<file path="config.mk">
export PLATFORM = sky130hd
export DESIGN_NAME = http_header_line_parser_unit
export DESIGN_NICKNAME = d
export VERILOG_FILES = /design/src/sv/hhlp_pkg.sv /design/src/sv/hhlp_core.sv /design/src/sv/hhlp_result_fifo.sv /design/src/sv/http_header_line_parser_unit.sv
export VERILOG_INCLUDE_DIRS = /design/src /design/src/sv
export SDC_FILE = /design/constraint.sdc
export NUM_CORES = 1
export LEC_CHECK = 0
export BUFFER_PORTS_ARGS = -buffer_cell sky130_fd_sc_hd__buf_4
export CORE_UTILIZATION = 41
export DETAILED_ROUTE_END_ITERATION = 10
export HOLD_SLACK_MARGIN = 0.15
export PLACE_DENSITY = 0.67
export SYNTH_ARGS = -nofsm -noshare
export SYNTH_HDL_FRONTEND = slang
export SYNTH_SLANG_ARGS = --single-unit
</file>
<file path="constraint.sdc">
create_clock -name clk -period 6.5 [get_ports clk]
set_input_delay 0.65 -clock clk [delete_from_list [all_inputs] [get_ports clk]]
set_output_delay 0.65 -clock clk [all_outputs]
set_load 0.05 [all_outputs]
</file>
<file path="src/sv/http_header_line_parser_unit_assert.svh">
// assertion macros shared by the parser modules
`ifndef HTTP_HEADER_LINE_PARSER_UNIT_ASSERT_SVH
`define HTTP_HEADER_LINE_PARSER_UNIT_ASSERT_SVH

// property that must hold at every clock edge out of reset
`define HHLP_ASSERT_ALWAYS(label, cond) \
	label: assert property (@(posedge clk) disable iff (!arst_n) (cond)) \
		else $error("hhlp assertion failed");

// property that must hold in the cycle after the trigger
`define HHLP_ASSERT_NEXT(label, trig, cond) \
	label: assert property (@(posedge clk) disable iff (!arst_n) (trig) |=> (cond)) \
		else $error("hhlp assertion failed");

`endif

</file>
<file path="src/sv/hhlp_pkg.sv">
`default_nettype none

package hhlp_pkg;

	localparam int MAX_HEADER_BYTES = 65535;
	localparam int LIMIT_INT = (MAX_HEADER_BYTES > 65535) ? 65535 : MAX_HEADER_BYTES;
	localparam logic [15:0] BYTE_LIMIT = 16'(LIMIT_INT);

	localparam int FIFO_DEPTH = 4;
	localparam int PTR_W = $clog2(FIFO_DEPTH);
	localparam int CNT_W = $clog2(FIFO_DEPTH + 1);

	localparam logic [1:0] ST_HEADER = 2'd0;
	localparam logic [1:0] ST_END = 2'd1;
	localparam logic [1:0] ST_MALFORMED = 2'd2;

	typedef struct packed {
		logic [1:0]  status;
		logic [15:0] name_length;
		logic        value_present;
		logic [15:0] value_offset;
		logic [15:0] value_length;
		logic [15:0] consumed;
		logic        last_of_run;
	} result_t;

	typedef struct packed {
		logic    valid_a;
		logic    valid_b;
		result_t res_a;
		result_t res_b;
	} push_t;

endpackage

`default_nettype wire

</file>
<file path="src/sv/hhlp_core.sv">
`default_nettype none

`include "http_header_line_parser_unit_assert.svh"

module hhlp_core (
	input  wire logic           clk,
	input  wire logic           arst_n,
	input  wire logic           in_valid,
	output logic                in_ready,
	input  wire logic [7:0]     data_byte,
	input  wire logic           buffer_end,
	input  wire logic           room,
	output hhlp_pkg::push_t     push
);

	typedef enum logic [2:0] {
		PH_INIT,
		PH_NAME,
		PH_NAME_WS,
		PH_VAL_LEAD,
		PH_VALUE,
		PH_CR,
		PH_FOLD,
		PH_DROP
	} phase_t;

	typedef struct packed {
		logic [15:0] position;
		logic [15:0] name_end;
		logic [15:0] value_start;
		logic [15:0] last_visible;
		logic [15:0] value_end;
		logic        value_seen;
		logic        name_seen;
	} hdr_state_t;

	logic       valid_s1;
	logic [7:0] byte_s1;
	logic       last_s1;
	logic       fire;

	phase_t     phase_q, phase_d, ph;
	hdr_state_t st_q, st_d, s;
	logic       done, bad;
	logic [15:0] idx;
	hhlp_pkg::result_t res_a, res_b;
	logic       va, vb;

	function automatic logic is_blank(logic [7:0] c);
		return (c == 8'h20) || (c == 8'h09);
	endfunction

	function automatic logic is_visible(logic [7:0] c);
		return (c >= 8'h21) && (c <= 8'h7e);
	endfunction

	function automatic logic is_token(logic [7:0] c);
		logic t;
		case (c) inside
			[8'h30:8'h39], [8'h41:8'h5a], [8'h61:8'h7a]: t = 1'b1;
			8'h21, 8'h23, 8'h24, 8'h25, 8'h26, 8'h27, 8'h2a, 8'h2b,
			8'h2d, 8'h2e, 8'h5e, 8'h5f, 8'h60, 8'h7c, 8'h7e: t = 1'b1;
			default: t = 1'b0;
		endcase
		return t;
	endfunction

	function automatic hhlp_pkg::result_t hdr_result(hdr_state_t h, logic [15:0] cons);
		hhlp_pkg::result_t r;
		r = '0;
		r.consumed = cons;
		if (!h.name_seen) begin
			r.status = hhlp_pkg::ST_END;
		end else begin
			r.status = hhlp_pkg::ST_HEADER;
			r.name_length = h.name_end;
			if (h.value_seen) begin
				r.value_present = 1'b1;
				r.value_offset = h.value_start;
				r.value_length = h.value_end - h.value_start;
			end
		end
		return r;
	endfunction

	function automatic hhlp_pkg::result_t bad_result(logic [15:0] cons);
		hhlp_pkg::result_t r;
		r = '0;
		r.status = hhlp_pkg::ST_MALFORMED;
		r.consumed = cons;
		return r;
	endfunction

	assign fire = valid_s1 && room;
	assign in_ready = !valid_s1 || fire;

	always_comb begin
		phase_d = phase_q;
		st_d = st_q;
		ph = phase_q;
		s = st_q;
		res_a = '0;
		res_b = '0;
		va = 1'b0;
		vb = 1'b0;
		done = 1'b0;
		bad = 1'b0;
		idx = '0;
		if (fire) begin
			if (phase_q == PH_DROP) begin
				if (last_s1) begin
					phase_d = PH_INIT;
				end
			end else begin
				if (ph == PH_FOLD && !is_blank(byte_s1)) begin
					va = 1'b1;
					res_a = hdr_result(s, s.position);
					s = '0;
					ph = PH_INIT;
				end
				if (s.position >= hhlp_pkg::BYTE_LIMIT) begin
					vb = 1'b1;
					res_b = bad_result(s.position);
					s = '0;
					ph = last_s1 ? PH_INIT : PH_DROP;
				end else begin
					idx = s.position;
					s.position = s.position + 16'd1;
					unique case (ph)
						PH_INIT: begin
							if (byte_s1 == 8'h0d) ph = PH_CR;
							else if (is_blank(byte_s1)) bad = 1'b1;
							else begin
								s.name_seen = 1'b1;
								ph = PH_NAME;
							end
						end
						PH_NAME: begin
							if (is_token(byte_s1)) begin
							end else if (byte_s1 == 8'h3a) begin
								s.name_end = idx;
								ph = PH_VAL_LEAD;
							end else if (is_blank(byte_s1)) begin
								s.name_end = idx;
								ph = PH_NAME_WS;
							end else bad = 1'b1;
						end
						PH_NAME_WS: begin
							if (is_blank(byte_s1)) begin
							end else if (byte_s1 == 8'h3a) ph = PH_VAL_LEAD;
							else bad = 1'b1;
						end
						PH_VAL_LEAD: begin
							if (is_blank(byte_s1)) begin
							end else if (byte_s1 == 8'h0d) ph = PH_CR;
							else if (is_visible(byte_s1)) begin
								s.value_seen = 1'b1;
								s.value_start = idx;
								s.last_visible = idx;
								ph = PH_VALUE;
							end else bad = 1'b1;
						end
						PH_VALUE: begin
							if (is_blank(byte_s1)) begin
							end else if (byte_s1 == 8'h0d) begin
								if (s.value_seen) s.value_end = s.last_visible + 16'd1;
								ph = PH_CR;
							end else if (is_visible(byte_s1)) begin
								if (!s.value_seen) begin
									s.value_seen = 1'b1;
									s.value_start = idx;
								end
								s.last_visible = idx;
							end
						end
						PH_CR: begin
							if (byte_s1 == 8'h0a) begin
								if (last_s1) done = 1'b1;
								else ph = PH_FOLD;
							end else bad = 1'b1;
						end
						default: begin
							// fold followed by a blank
							ph = PH_VALUE;
						end
					endcase
					if (done) begin
						vb = 1'b1;
						res_b = hdr_result(s, s.position);
						s = '0;
						ph = PH_INIT;
					end else if (bad || last_s1) begin
						vb = 1'b1;
						res_b = bad_result(s.position);
						s = '0;
						ph = last_s1 ? PH_INIT : PH_DROP;
					end
				end
				phase_d = ph;
				st_d = s;
			end
		end
		res_a.last_of_run = !vb;
		res_b.last_of_run = 1'b1;
	end

	assign push = {va, vb, res_a, res_b};

	always_ff @(posedge clk or negedge arst_n) begin
		if (!arst_n) begin
			valid_s1 <= 1'b0;
			phase_q <= PH_INIT;
			st_q <= '0;
		end else begin
			if (in_ready) begin
				valid_s1 <= in_valid;
			end
			phase_q <= phase_d;
			st_q <= st_d;
		end
	end

	always_ff @(posedge clk) begin
		if (in_ready && in_valid) begin
			byte_s1 <= data_byte;
			last_s1 <= buffer_end;
		end
	end

	`HHLP_ASSERT_ALWAYS(a_pos_limit, st_q.position <= hhlp_pkg::BYTE_LIMIT)
	`HHLP_ASSERT_ALWAYS(a_init_clear, (phase_q != PH_INIT) || (st_q.position == 16'd0))
	`HHLP_ASSERT_ALWAYS(a_drop_silent, !(fire && phase_q == PH_DROP) || (!va && !vb))
	`HHLP_ASSERT_ALWAYS(a_pair_order, !(va && vb) || (res_a.status != hhlp_pkg::ST_MALFORMED))

endmodule

`default_nettype wire

</file>
<file path="src/sv/hhlp_result_fifo.sv">
`default_nettype none

`include "http_header_line_parser_unit_assert.svh"

module hhlp_result_fifo (
	input  wire logic              clk,
	input  wire logic              arst_n,
	input  wire hhlp_pkg::push_t   push,
	output logic                   room,
	output logic                   out_valid,
	input  wire logic              out_ready,
	output hhlp_pkg::result_t      head
);

	hhlp_pkg::result_t entry_q [hhlp_pkg::FIFO_DEPTH];
	logic [hhlp_pkg::PTR_W-1:0] wr_q, rd_q;
	logic [hhlp_pkg::CNT_W-1:0] count_q;
	logic [hhlp_pkg::CNT_W-1:0] n_push;
	logic pop;

	assign room = count_q <= hhlp_pkg::CNT_W'(hhlp_pkg::FIFO_DEPTH - 2);
	assign out_valid = count_q != '0;
	assign pop = out_valid && out_ready;
	assign head = entry_q[rd_q];
	assign n_push = hhlp_pkg::CNT_W'(push.valid_a) + hhlp_pkg::CNT_W'(push.valid_b);

	always_ff @(posedge clk or negedge arst_n) begin
		if (!arst_n) begin
			wr_q <= '0;
			rd_q <= '0;
			count_q <= '0;
		end else begin
			wr_q <= wr_q + hhlp_pkg::PTR_W'(n_push);
			if (pop) begin
				rd_q <= rd_q + hhlp_pkg::PTR_W'(1);
			end
			count_q <= count_q + n_push - hhlp_pkg::CNT_W'(pop);
		end
	end

	always_ff @(posedge clk) begin
		if (push.valid_a && push.valid_b) begin
			entry_q[wr_q] <= push.res_a;
			entry_q[wr_q + hhlp_pkg::PTR_W'(1)] <= push.res_b;
		end else if (push.valid_a) begin
			entry_q[wr_q] <= push.res_a;
		end else if (push.valid_b) begin
			entry_q[wr_q] <= push.res_b;
		end
	end

	`HHLP_ASSERT_ALWAYS(a_no_overflow,
		(32'(count_q) + 32'(n_push)) <= hhlp_pkg::FIFO_DEPTH)
	`HHLP_ASSERT_ALWAYS(a_count_range, count_q <= hhlp_pkg::CNT_W'(hhlp_pkg::FIFO_DEPTH))
	`HHLP_ASSERT_NEXT(a_drain, pop && n_push == '0 && count_q == hhlp_pkg::CNT_W'(1),
		count_q == '0)

endmodule

`default_nettype wire

</file>
<file path="src/sv/http_header_line_parser_unit.sv">
// channel   signals                        payload
// in        in_valid / in_ready            data_byte, buffer_end
// out       out_valid / out_ready          status, name_length, value_present,
//                                          value_offset, value_length, consumed,
//                                          last_of_run
//
// one byte enters per cycle while in_ready is high; a byte is registered and is parsed
// from that register once at least two of the four queue entries are free; a byte
// gives zero, one or two results, which leave one per cycle while out_ready is high
// arst_n clears the parse state to the start of a header and empties the queue
// a stalled output fills the queue and then holds in_ready low
`default_nettype none

module http_header_line_parser_unit (
	input  wire logic        clk,
	input  wire logic        arst_n,
	input  wire logic        in_valid,
	output logic             in_ready,
	input  wire logic [7:0]  data_byte,
	input  wire logic        buffer_end,
	output logic             out_valid,
	input  wire logic        out_ready,
	output logic [1:0]       status,
	output logic [15:0]      name_length,
	output logic             value_present,
	output logic [15:0]      value_offset,
	output logic [15:0]      value_length,
	output logic [15:0]      consumed,
	output logic             last_of_run
);

	hhlp_pkg::push_t   push;
	hhlp_pkg::result_t head;
	logic              room;

	hhlp_core u_core (
		.clk        (clk),
		.arst_n     (arst_n),
		.in_valid   (in_valid),
		.in_ready   (in_ready),
		.data_byte  (data_byte),
		.buffer_end (buffer_end),
		.room       (room),
		.push       (push)
	);

	hhlp_result_fifo u_fifo (
		.clk       (clk),
		.arst_n    (arst_n),
		.push      (push),
		.room      (room),
		.out_valid (out_valid),
		.out_ready (out_ready),
		.head      (head)
	);

	assign status = head.status;
	assign name_length = head.name_length;
	assign value_present = head.value_present;
	assign value_offset = head.value_offset;
	assign value_length = head.value_length;
	assign consumed = head.consumed;
	assign last_of_run = head.last_of_run;

endmodule

`default_nettype wire
</file>
==> results.cfg, run 1 <==
[cells_and_area]
n_antenna_cell = 0
finalNetCount = 1846
area_delta_synth_final_pct = 13.4
layout_common_cells = 277 x edfxtp_1, 159 x nand2_1, 131 x buf_4
final_common_cell = edfxtp_1
fin_area_um2 = 22800
drive_gt1_share_pct = 16.2

[sta]
max_slew_margin_pct = 12.1
worst_pin_slew_ns = 1.31
hold_viol_final = 0
max_freq_mhz = 162
rsz0062_at_grt = false
setup_tns_ns = 0
whs_ns = 0.247
fin_worst_skew_ns = 0.0299
slew_violations = 0
fin_crit_ns = 6.18
fin_crit_sh_pct = 95.0
setup_violations = 0

[grt]
grt_start_max_net_pins = 68
grt_pass1_wl_um = 92600
globalRoute.totalOverflow = 0
antenna_found_initial = 0
grt_pass1_vias = 14732
grtUsageTotal_pct = 24.5

[placement]
hpwl_um = 41300
gp_congestion = 0.933
portBuffers = 82
dpl_cell_area_um2 = 21400

[hold_path]
min_path_type = in2reg

[clock_tree]
clockRootBuffer = clkbuf_16
postCtsSetupRepairBufs = 0
clkSinkCount = 374
ctsLongestPathBuffers = 3
clk_pin_slew_ns = 0.06
cts_made_buffers = 41
cts_tree = built
cts.htree.levels = 2
clock_latency_ns = 0.59

[drt]
routed_via_density = 6.43
wirelength_um = 62100
ant_nets = 0
post_drt_wl_per_cell_um = 25.4
drt_iter0_drc = 2251
drc = 0
num_vias = 15690
drt-pass1-iter-count = 8

[yosys]
seq_area_frac_synth_pct = 53.4
synth.distinct_cells = 83
syn_nets = 1794
synth_ff_type = edfxtp_1
synth-edff-count = 277
async_flop_share_pct = 24.9
synth-seq-cells = 374
yosys_warnings = 0
avgSynthCellArea_um2 = 11.6
netlist_instances = 1739
syn_area_um2 = 20100

[critical_path]
path_max_fanout = 19
cp-end-kind = flop
cp.arrival_ns = 6.56
path_class = reg2reg
critical_path.slowest_cell = nor4_2
cp-start-kind = flop
path_cells = nor2b_1, nand2_1, or3_1, and2_1, ha_1, nand3_1, or3_1, nor4_2, nor2_2, nor2_1, ha_1, nor4_2, and2_1, nand2_1, o22ai_1
cp_top_family = simple AND/OR/NAND/NOR gates
critPathMaxStageDelay_ns = 0.80
path_buf_inv = 0
required_ns = 6.88

[floorplan]
io_pins = 83
die_width_um = 223
die_h_um = 223
start_util_pct = 41.8
row_count = 80
dieArea_um2 = 49900
core-area_um2 = 48000

[pwr]
ir_worst_vdd_mv = 0.274
leakage_nw = 7.89
power_density_nw_per_um2 = 423

[status]
status = finished, final reports clean

[run]
drv_cap = 0
cell type report:
| class | count | area, um2 |
|---|---|---|
| multi-input cells | 1185 | 8720 |
| clock buffers | 58 | 1150 |
| fillers | 4273 | 25300 |
| inverters | 55 | 206 |
| well taps | 615 | 769 |
| clock inverters | 18 | 170 |
| flip-flops and latches | 374 | 10700 |
| repair buffers | 134 | 1030 |
Yosys cell counts, drive strengths merged (9+ instances only):
| cell type | number | area (um2) |
|---|---|---|
| nand3 | 39 | 195 |
| xor2 | 17 | 149 |
| mux2i | 9 | 90.1 |
| and3 | 13 | 81.3 |
| a31oi | 29 | 181 |
| nor2 | 104 | 393 |
| a211oi | 13 | 110 |
| a22o | 83 | 727 |
| inv | 55 | 206 |
| o22ai | 113 | 707 |
| buf | 34 | 159 |
| ha | 39 | 488 |
| nand4 | 14 | 87.6 |
| o21ai | 87 | 443 |
| nor4 | 9 | 68.8 |
| xnor2 | 34 | 298 |
| o32ai | 11 | 96.3 |
| nor2b | 61 | 382 |
| dfrtp | 93 | 2330 |
| and2 | 19 | 119 |
| nand2 | 164 | 623 |
| clkbuf | 91 | 342 |
| nor3 | 28 | 168 |
| o31ai | 19 | 143 |
| mux4 | 68 | 1530 |
| nand2b | 9 | 56.3 |
| a21o | 11 | 82.6 |
| or3 | 9 | 56.3 |
| edfxtp | 277 | 8320 |
| a21oi | 65 | 325 |
what timing repair did:
item | 4_1_cts | 5_1_grt
hold endpoints to repair | 40 | 0
resized for setup | 0 | 1
hold buffers | 1 | 0
setup endpoints to repair | 0 | 4
worst paths after layout:
check,start,to,slack [ns],cells after the start
worst max-delay path,u_core.phase_q[2],u_fifo.entry_q[2][42],0.32,15
worst min register to register,u_core.st_q[41],u_core.st_q[41],0.48,2
worst max register to register,u_core.phase_q[2],u_fifo.entry_q[2][42],0.32,15
min in group asynchronous,arst_n,u_core.st_q[69],0.61,2
max in group asynchronous,arst_n,u_fifo.rd_q[1],4.62,3
worst min-delay path,data_byte[6],u_core.byte_s1[6],0.25,1
metrics by stage:
stage / util, % / total power, mW / instances / worst slack [ns]
finish: 47.4 / 9.63 / 2439 / 0.323
global route: 47.4 / 9.94 / 2439 / 0.0201
CTS: 47.4 / 9.64 / 2439 / 0.467
detailed placement: 44.6 / 7.35 / 2362 / 0.514
global placement: 44.6 / 7.31 / 2362 / 0.754
floorplan: - / 6.07 / 1739 / 0.305
layer usage:
metal | wire (um) | global-route usage, % | part of all wire, %
met1 | 26000 | 35.6 | 42
met2 | 27600 | 37.3 | 45
met3 | 6330 | 3.85 | 10
met4 | 2080 | 8.77 | 3.4
met5 | 0 | 0 | 0
power breakdown:
part / total (mW) / switching, mW / leakage, nW / internal (mW)
combinational: 4.09 / 2.78 / 3.31 / 1.31
clock: 2.31 / 1.02 / 0.643 / 1.29
sequential: 3.22 / 0.280 / 3.94 / 2.94
cells by family after synthesis:
logic type,share of synthesized area (%)
AOI/OAI and AO/OA,17.5
and+or+nand+nor,12.4
DFF,53.4
buffers and inverters,3.52
muxes,8.12
xor gates and xnor gates,2.33
adders and majority gates,2.73
registers in the layout (all words and copies together) (netlist names):
name / count
u_core.byte_s1: 8
u_fifo.count_q: 3
u_core.st_q: 82
u_core.valid_s1: 1
u_core.last_s1: 1
u_core.phase_q: 3
u_fifo.rd_q: 2
u_fifo.entry_q: 272
u_fifo.wr_q: 2
(Power assumes the default switching activity.)
==> run 2, diff against run 1 <==
Settings changed: BUFFER_PORTS_ARGS -buffer_cell sky130_fd_sc_hd__buf_4 to -buffer_cell sky130_fd_sc_hd__buf_2, GPL_ROUTABILITY_DRIVEN set to 1.
==> run 2 against run 1 <==
Register-to-register slack improved by 0.20 ns; first-iteration DRC count fell by 12%; die area did not move; non-clock buffer count rose by 1.
==> results.cfg, run 2 (synthesized netlist as in run 1, its figures left out) <==
[status]
status = finished, final reports clean

[cells_and_area]
finalNetCount = 1848
layout_common_cells = 277 x edfxtp_1, 159 x nand2_1, 113 x o22ai_1
area_delta_synth_final_pct = 12.9
largest_reg_flops = 272
final_cells = 2443
fin_area_um2 = 22700
largestRegisters = u_fifo.entry_q: 272 flops, u_core.st_q: 82 flops, u_core.byte_s1: 8 flops
final_common_cell = edfxtp_1
largest-register = u_fifo.entry_q
drive_gt1_share_pct = 16.4
fin_util_pct = 47.2

[critical_path]
path_class = reg2reg
path_max_fanout = 16
critical_path.slowest_cell = o21a_1
r2r-start = u_core.byte_s1[6]
r2r_end = u_fifo.entry_q[3][31]
cp-start-kind = flop
r2r_cells = 17
critPathMaxStageDelay_ns = 0.68
required_ns = 6.79
crit_start = u_core.byte_s1[6]
crit_end = u_fifo.entry_q[3][31]
cp-end-kind = flop
path_buf_inv = 1
path_cells = nor3b_1, o21ai_0, o21ai_1, o21a_1, nand2_1, a21oi_1, ha_1, inv_1, fa_1, a21o_1, a211oi_1, nor2_1, o41ai_1, o21ai_0, o41ai_1, xor2_1, o22ai_1
path_depth = 17
cp.arrival_ns = 6.26
cp_top_family = compound AO/OA/AOI/OAI gates
rrSetupSlack_ns = 0.53

[grt]
globalRoute.totalOverflow = 0
grt_pass1_wl_um = 93100
grt_pass1_vias = 14841
antenna_found_initial = 0
grtUsageTotal_pct = 24.8
grt_start_max_net_pins = 74

[clock_tree]
clockRootBuffer = clkbuf_16
cts_made_buffers = 42
clk_pin_slew_ns = 0.06
clock_latency_ns = 0.58
cts_tree = built
ctsLongestPathBuffers = 3
cts.htree.levels = 2
clkSinkCount = 374

[sta]
max_slew_margin_pct = 13.1
worst_pin_slew_ns = 1.30
setup_tns_ns = 0
setup_slack_ns = 0.527
setup_violations = 0
fin_crit_sh_pct = 91.9
rsz0062_at_grt = false
fin_crit_ns = 5.97
fin_worst_skew_ns = 0.0184
slew_violations = 0
hold_viol_final = 0
whs_ns = 0.242
max_freq_mhz = 167

[placement]
portBuffers = 82
hpwl_um = 42000
dp.cells = 2363
dpl_cell_area_um2 = 21300
dp_slack_ns = 0.593
gp_congestion = 0.991

[pwr]
p_sw_share_pct = 42.9
power_density_nw_per_um2 = 420
p_switching_mw = 4.09
ir_worst_vdd_mv = 0.227
p_clk_share_pct = 24.9
p_total_mw = 9.53
p_int_mw = 5.44
seqPwrFrac_pct = 34.2
combPwrFrac_pct = 40.9
leakage_nw = 7.86

[floorplan]
row_count = 80
die_h_um = 223
io_pins = 83
dieArea_um2 = 49900
start_util_pct = 41.8
core-area_um2 = 48000
die_width_um = 223

[drt]
routed_via_density = 6.44
drt_iter0_drc = 1970
wirelength_um = 62700
drt-pass1-iter-count = 6
num_vias = 15744
ant_nets = 0
post_drt_wl_per_cell_um = 25.7
drc = 0

[hold_path]
min_path_type = in2reg

[run]
drv_cap = 0
[run 2: final cells by class]
class	count	area, um2
Timing Repair Buffer	135	863
Antenna cell	1	2.50
Clock buffer	57	1170
Multi-Input combinational cell	1185	8720
Fill cell	4267	25400
Sequential cell	374	10700
Inverter	55	206
Clock inverter	21	216
Tap cell	615	769
[run 2: routing by layer]
layer	vias up	wire, um	part of all wire (%)	track usage [%]
li1	6847	-	-	-
met1	7809	26300	42	34.7
met2	940	28100	45	37.9
met3	148	6170	9.8	5.31
met4	0	2130	3.4	8.84
met5	-	0	0	0
[run 2: what timing repair did]
| item | in CTS | in global routing |
|---|---|---|
| setup endpoints to repair | 0 | 4 |
| endpoints found under the hold margin | 20 | 0 |
| resized for setup | 0 | 2 |
| hold buffers | 1 | 0 |
| setup buffers | 0 | 0 |
[run 2: power by group through the flow]
stage                     Combinational (mW)  Clock [mW]  Sequential [mW]
after global placement                  3.85           0             3.29
after global routing                    4.07        2.49             3.29
after detailed placement                3.87           0             3.30
final                                   3.90        2.38             3.26
after CTS                               3.88        2.40             3.26
after floorplan                         3.00           0             3.07
[run 2: worst min path at each step]
stage | startpoint | cells after the start | slack, ns | endpoint
5_1_grt | data_byte[7] | 1 | 0.23 | u_core.byte_s1[7]
2_1_floorplan | arst_n | 0 | 0.35 | u_core.phase_q[0]
6_report | data_byte[0] | 1 | 0.24 | u_core.byte_s1[0]
4_1_cts | data_byte[5] | 1 | 0.22 | u_core.byte_s1[5]
3_5_place_dp | u_fifo.entry_q[3][0] | 2 | 0.46 | u_fifo.entry_q[3][0]
3_3_place_gp | u_fifo.entry_q[2][0] | 2 | 0.45 | u_fifo.entry_q[2][0]
[run 2: worst register-to-register path, stage by stage, from the launching register on]
cell and delay [ns]:
edfxtp_1 0.48, nor3b_1 0.33, o21ai_0 0.19, o21ai_1 0.40, o21a_1 0.69, nand2_1 0.12, a21oi_1 0.45, ha_1 0.28
inv_1 0.07, fa_1 0.45, a21o_1 0.18, a211oi_1 0.23, nor2_1 0.10, o41ai_1 0.56, o21ai_0 0.31, o41ai_1 0.37
xor2_1 0.36, o22ai_1 0.12
==> run 3, diff against run 2 <==
Settings changed: BUFFER_PORTS_ARGS -buffer_cell sky130_fd_sc_hd__buf_2 to not set, DONT_BUFFER_PORTS set to 1, PLACE_DENSITY 0.67 to 0.65.
==> run 3 against run 2 <==
Clock power hardly changed; maximum frequency is 0.99% higher; critical path type unchanged; die area stayed put; first-iteration DRC count is 2.6% higher; cell count is 3.6% lower; sequential power hardly changed; clock skew is 0.0041 ns higher; critical endpoint is now u_fifo.entry_q[2][5]; cell area is 1.9% lower; non-clock buffer count is 83 lower.
==> results.cfg, run 3 (synthesized netlist as in run 1, its figures left out) <==
[status]
status = finished, final reports clean

[critical_path]
cp-start-kind = flop
cp-end-kind = flop
cpMostUsedCell = and2_1
cp.arrival_ns = 6.31
cp_top_family = simple AND/OR/NAND/NOR gates
required_ns = 6.90
path_max_fanout = 9
path_cells = nor4_2, and4b_1, or3_1, and2_1, ha_1, buf_4, nand3_1, or3_1, nor4_2, nor2_2, nor2_1, inv_1, ha_1, nor2_1, and2_1, nand2_1, and2_1, a2111oi_4, a21oi_1, o22ai_1
critical_path.slowest_cell = or3_1
path_class = reg2reg
path_buf_inv = 2
critPathMaxStageDelay_ns = 0.58

[floorplan]
die_h_um = 223
start_util_pct = 41.8
die_width_um = 223
row_count = 80
io_pins = 83
core-area_um2 = 48000
dieArea_um2 = 49900

[drt]
wirelength_um = 62400
ant_nets = 0
num_vias = 15390
routed_via_density = 6.53
drc = 0
post_drt_wl_per_cell_um = 26.5
drt_iter0_drc = 2021
drt-pass1-iter-count = 5

[sta]
max_slew_margin_pct = 25.5
slew_violations = 0
max_freq_mhz = 169
fin_crit_ns = 5.91
fin_crit_sh_pct = 91.0
whs_ns = 0.176
fin_worst_skew_ns = 0.0225
rsz0062_at_grt = false
worst_pin_slew_ns = 1.12
setup_slack_ns = 0.586
hold_viol_final = 0
setup_violations = 0
setup_tns_ns = 0

[run]
drv_cap = 0

[pwr]
seqPwrFrac_pct = 35.2
p_switching_mw = 4.01
combPwrFrac_pct = 39.4
leakage_nw = 7.55
p_total_mw = 9.29
p_sw_share_pct = 43.2
ir_worst_vdd_mv = 0.220
p_clk_share_pct = 25.4
power_density_nw_per_um2 = 418
p_int_mw = 5.28

[grt]
antenna_found_initial = 2
globalRoute.totalOverflow = 0
grt_pass1_vias = 14655
grt_pass1_wl_um = 94200
grtUsageTotal_pct = 25.0
grt_start_max_net_pins = 94

[clock_tree]
clkSinkCount = 374
ctsLongestPathBuffers = 3
cts_tree = built
cts.htree.levels = 2
postCtsSetupRepairBufs = 0
clk_pin_slew_ns = 0.06
clockRootBuffer = clkbuf_16
cts_made_buffers = 41
clock_latency_ns = 0.59

[cells_and_area]
final_cells = 2356
layout_common_cells = 277 x edfxtp_1, 156 x nand2_1, 113 x o22ai_1
fillCellCount = 4328
largest-register = u_fifo.entry_q
largestRegisters = u_fifo.entry_q: 272 flops, u_core.st_q: 82 flops, u_core.byte_s1: 8 flops
multi_input_area_um2 = 8740
finalNetCount = 1764
seqCellArea_um2 = 10700
area_delta_synth_final_pct = 10.7
fin_area_um2 = 22200
n_antenna_cell = 0
fin_util_pct = 46.3
largest_reg_flops = 272
final_common_cell = edfxtp_1
drive_gt1_share_pct = 12.6

[placement]
dpl_cell_area_um2 = 20800
portBuffers = 0
gp_congestion = 0.982
dp_slack_ns = 0.498
hpwl_um = 41000
dp.cells = 2279

[hold_path]
min_path_type = in2reg
run 3: cell types whose count changed in the layout (fill, tap and decap cells not counted), moves of 2 or more:
cell	change
buf_2	-81
clkinv_2	+6
clkinv_4	-3
nand2_1	-3
nand2_2	+3
buf_4	-2
clkbuf_16	+2
clkbuf_8	-2
clkinv_1	-2
clkinvlp_4	-2
run 3: power groups by stage:
stage	registers, mW	clock network (mW)	logic (mW)
after CTS	3.27	2.38	3.65
after global placement	3.30	0	3.61
after global routing	3.31	2.47	3.83
final	3.27	2.36	3.66
after detailed placement	3.32	0	3.62
after floorplan	3.07	0	3.00
run 3: path summary, 6_finish.rpt:
kind | end | from | slack [ns] | cells after the start
min in group asynchronous | u_core.st_q[70] | arst_n | 0.69 | 2
worst max register to register | u_fifo.entry_q[2][5] | u_core.byte_s1[5] | 0.59 | 20
worst max-delay path | u_fifo.entry_q[2][5] | u_core.byte_s1[5] | 0.59 | 20
worst min-delay path | u_core.byte_s1[6] | data_byte[6] | 0.18 | 0
worst min register to register | u_core.st_q[46] | u_core.st_q[46] | 0.48 | 2
max in group asynchronous | u_fifo.rd_q[1] | arst_n | 5.33 | 2
run 3: timing repair:
| action | CTS | global route |
|---|---|---|
| endpoints found under the hold margin | 93 | 0 |
| setup endpoints to repair | 0 | 31 |
| resized for setup | 0 | 7 |
| hold buffers | 2 | 0 |
run 3: routing by layer:
metal / wire, um / vias up / track usage [%]
met5: 77 / - / 0
met4: 2240 / 4 / 9.52
met3: 6170 / 163 / 4.66
met2: 28100 / 936 / 37.9
met1: 25800 / 7618 / 35.6
li1: - / 6669 / -
run 3: layout make-up:
cell class,count,share of cell area (%)
flip-flops and latches,374,48.2
well taps,615,3.46
clock inverters,18,0.737
multi-input cells,1185,39.3
clock buffers,57,5.35
inverters,55,0.928
repair buffers,52,2.02
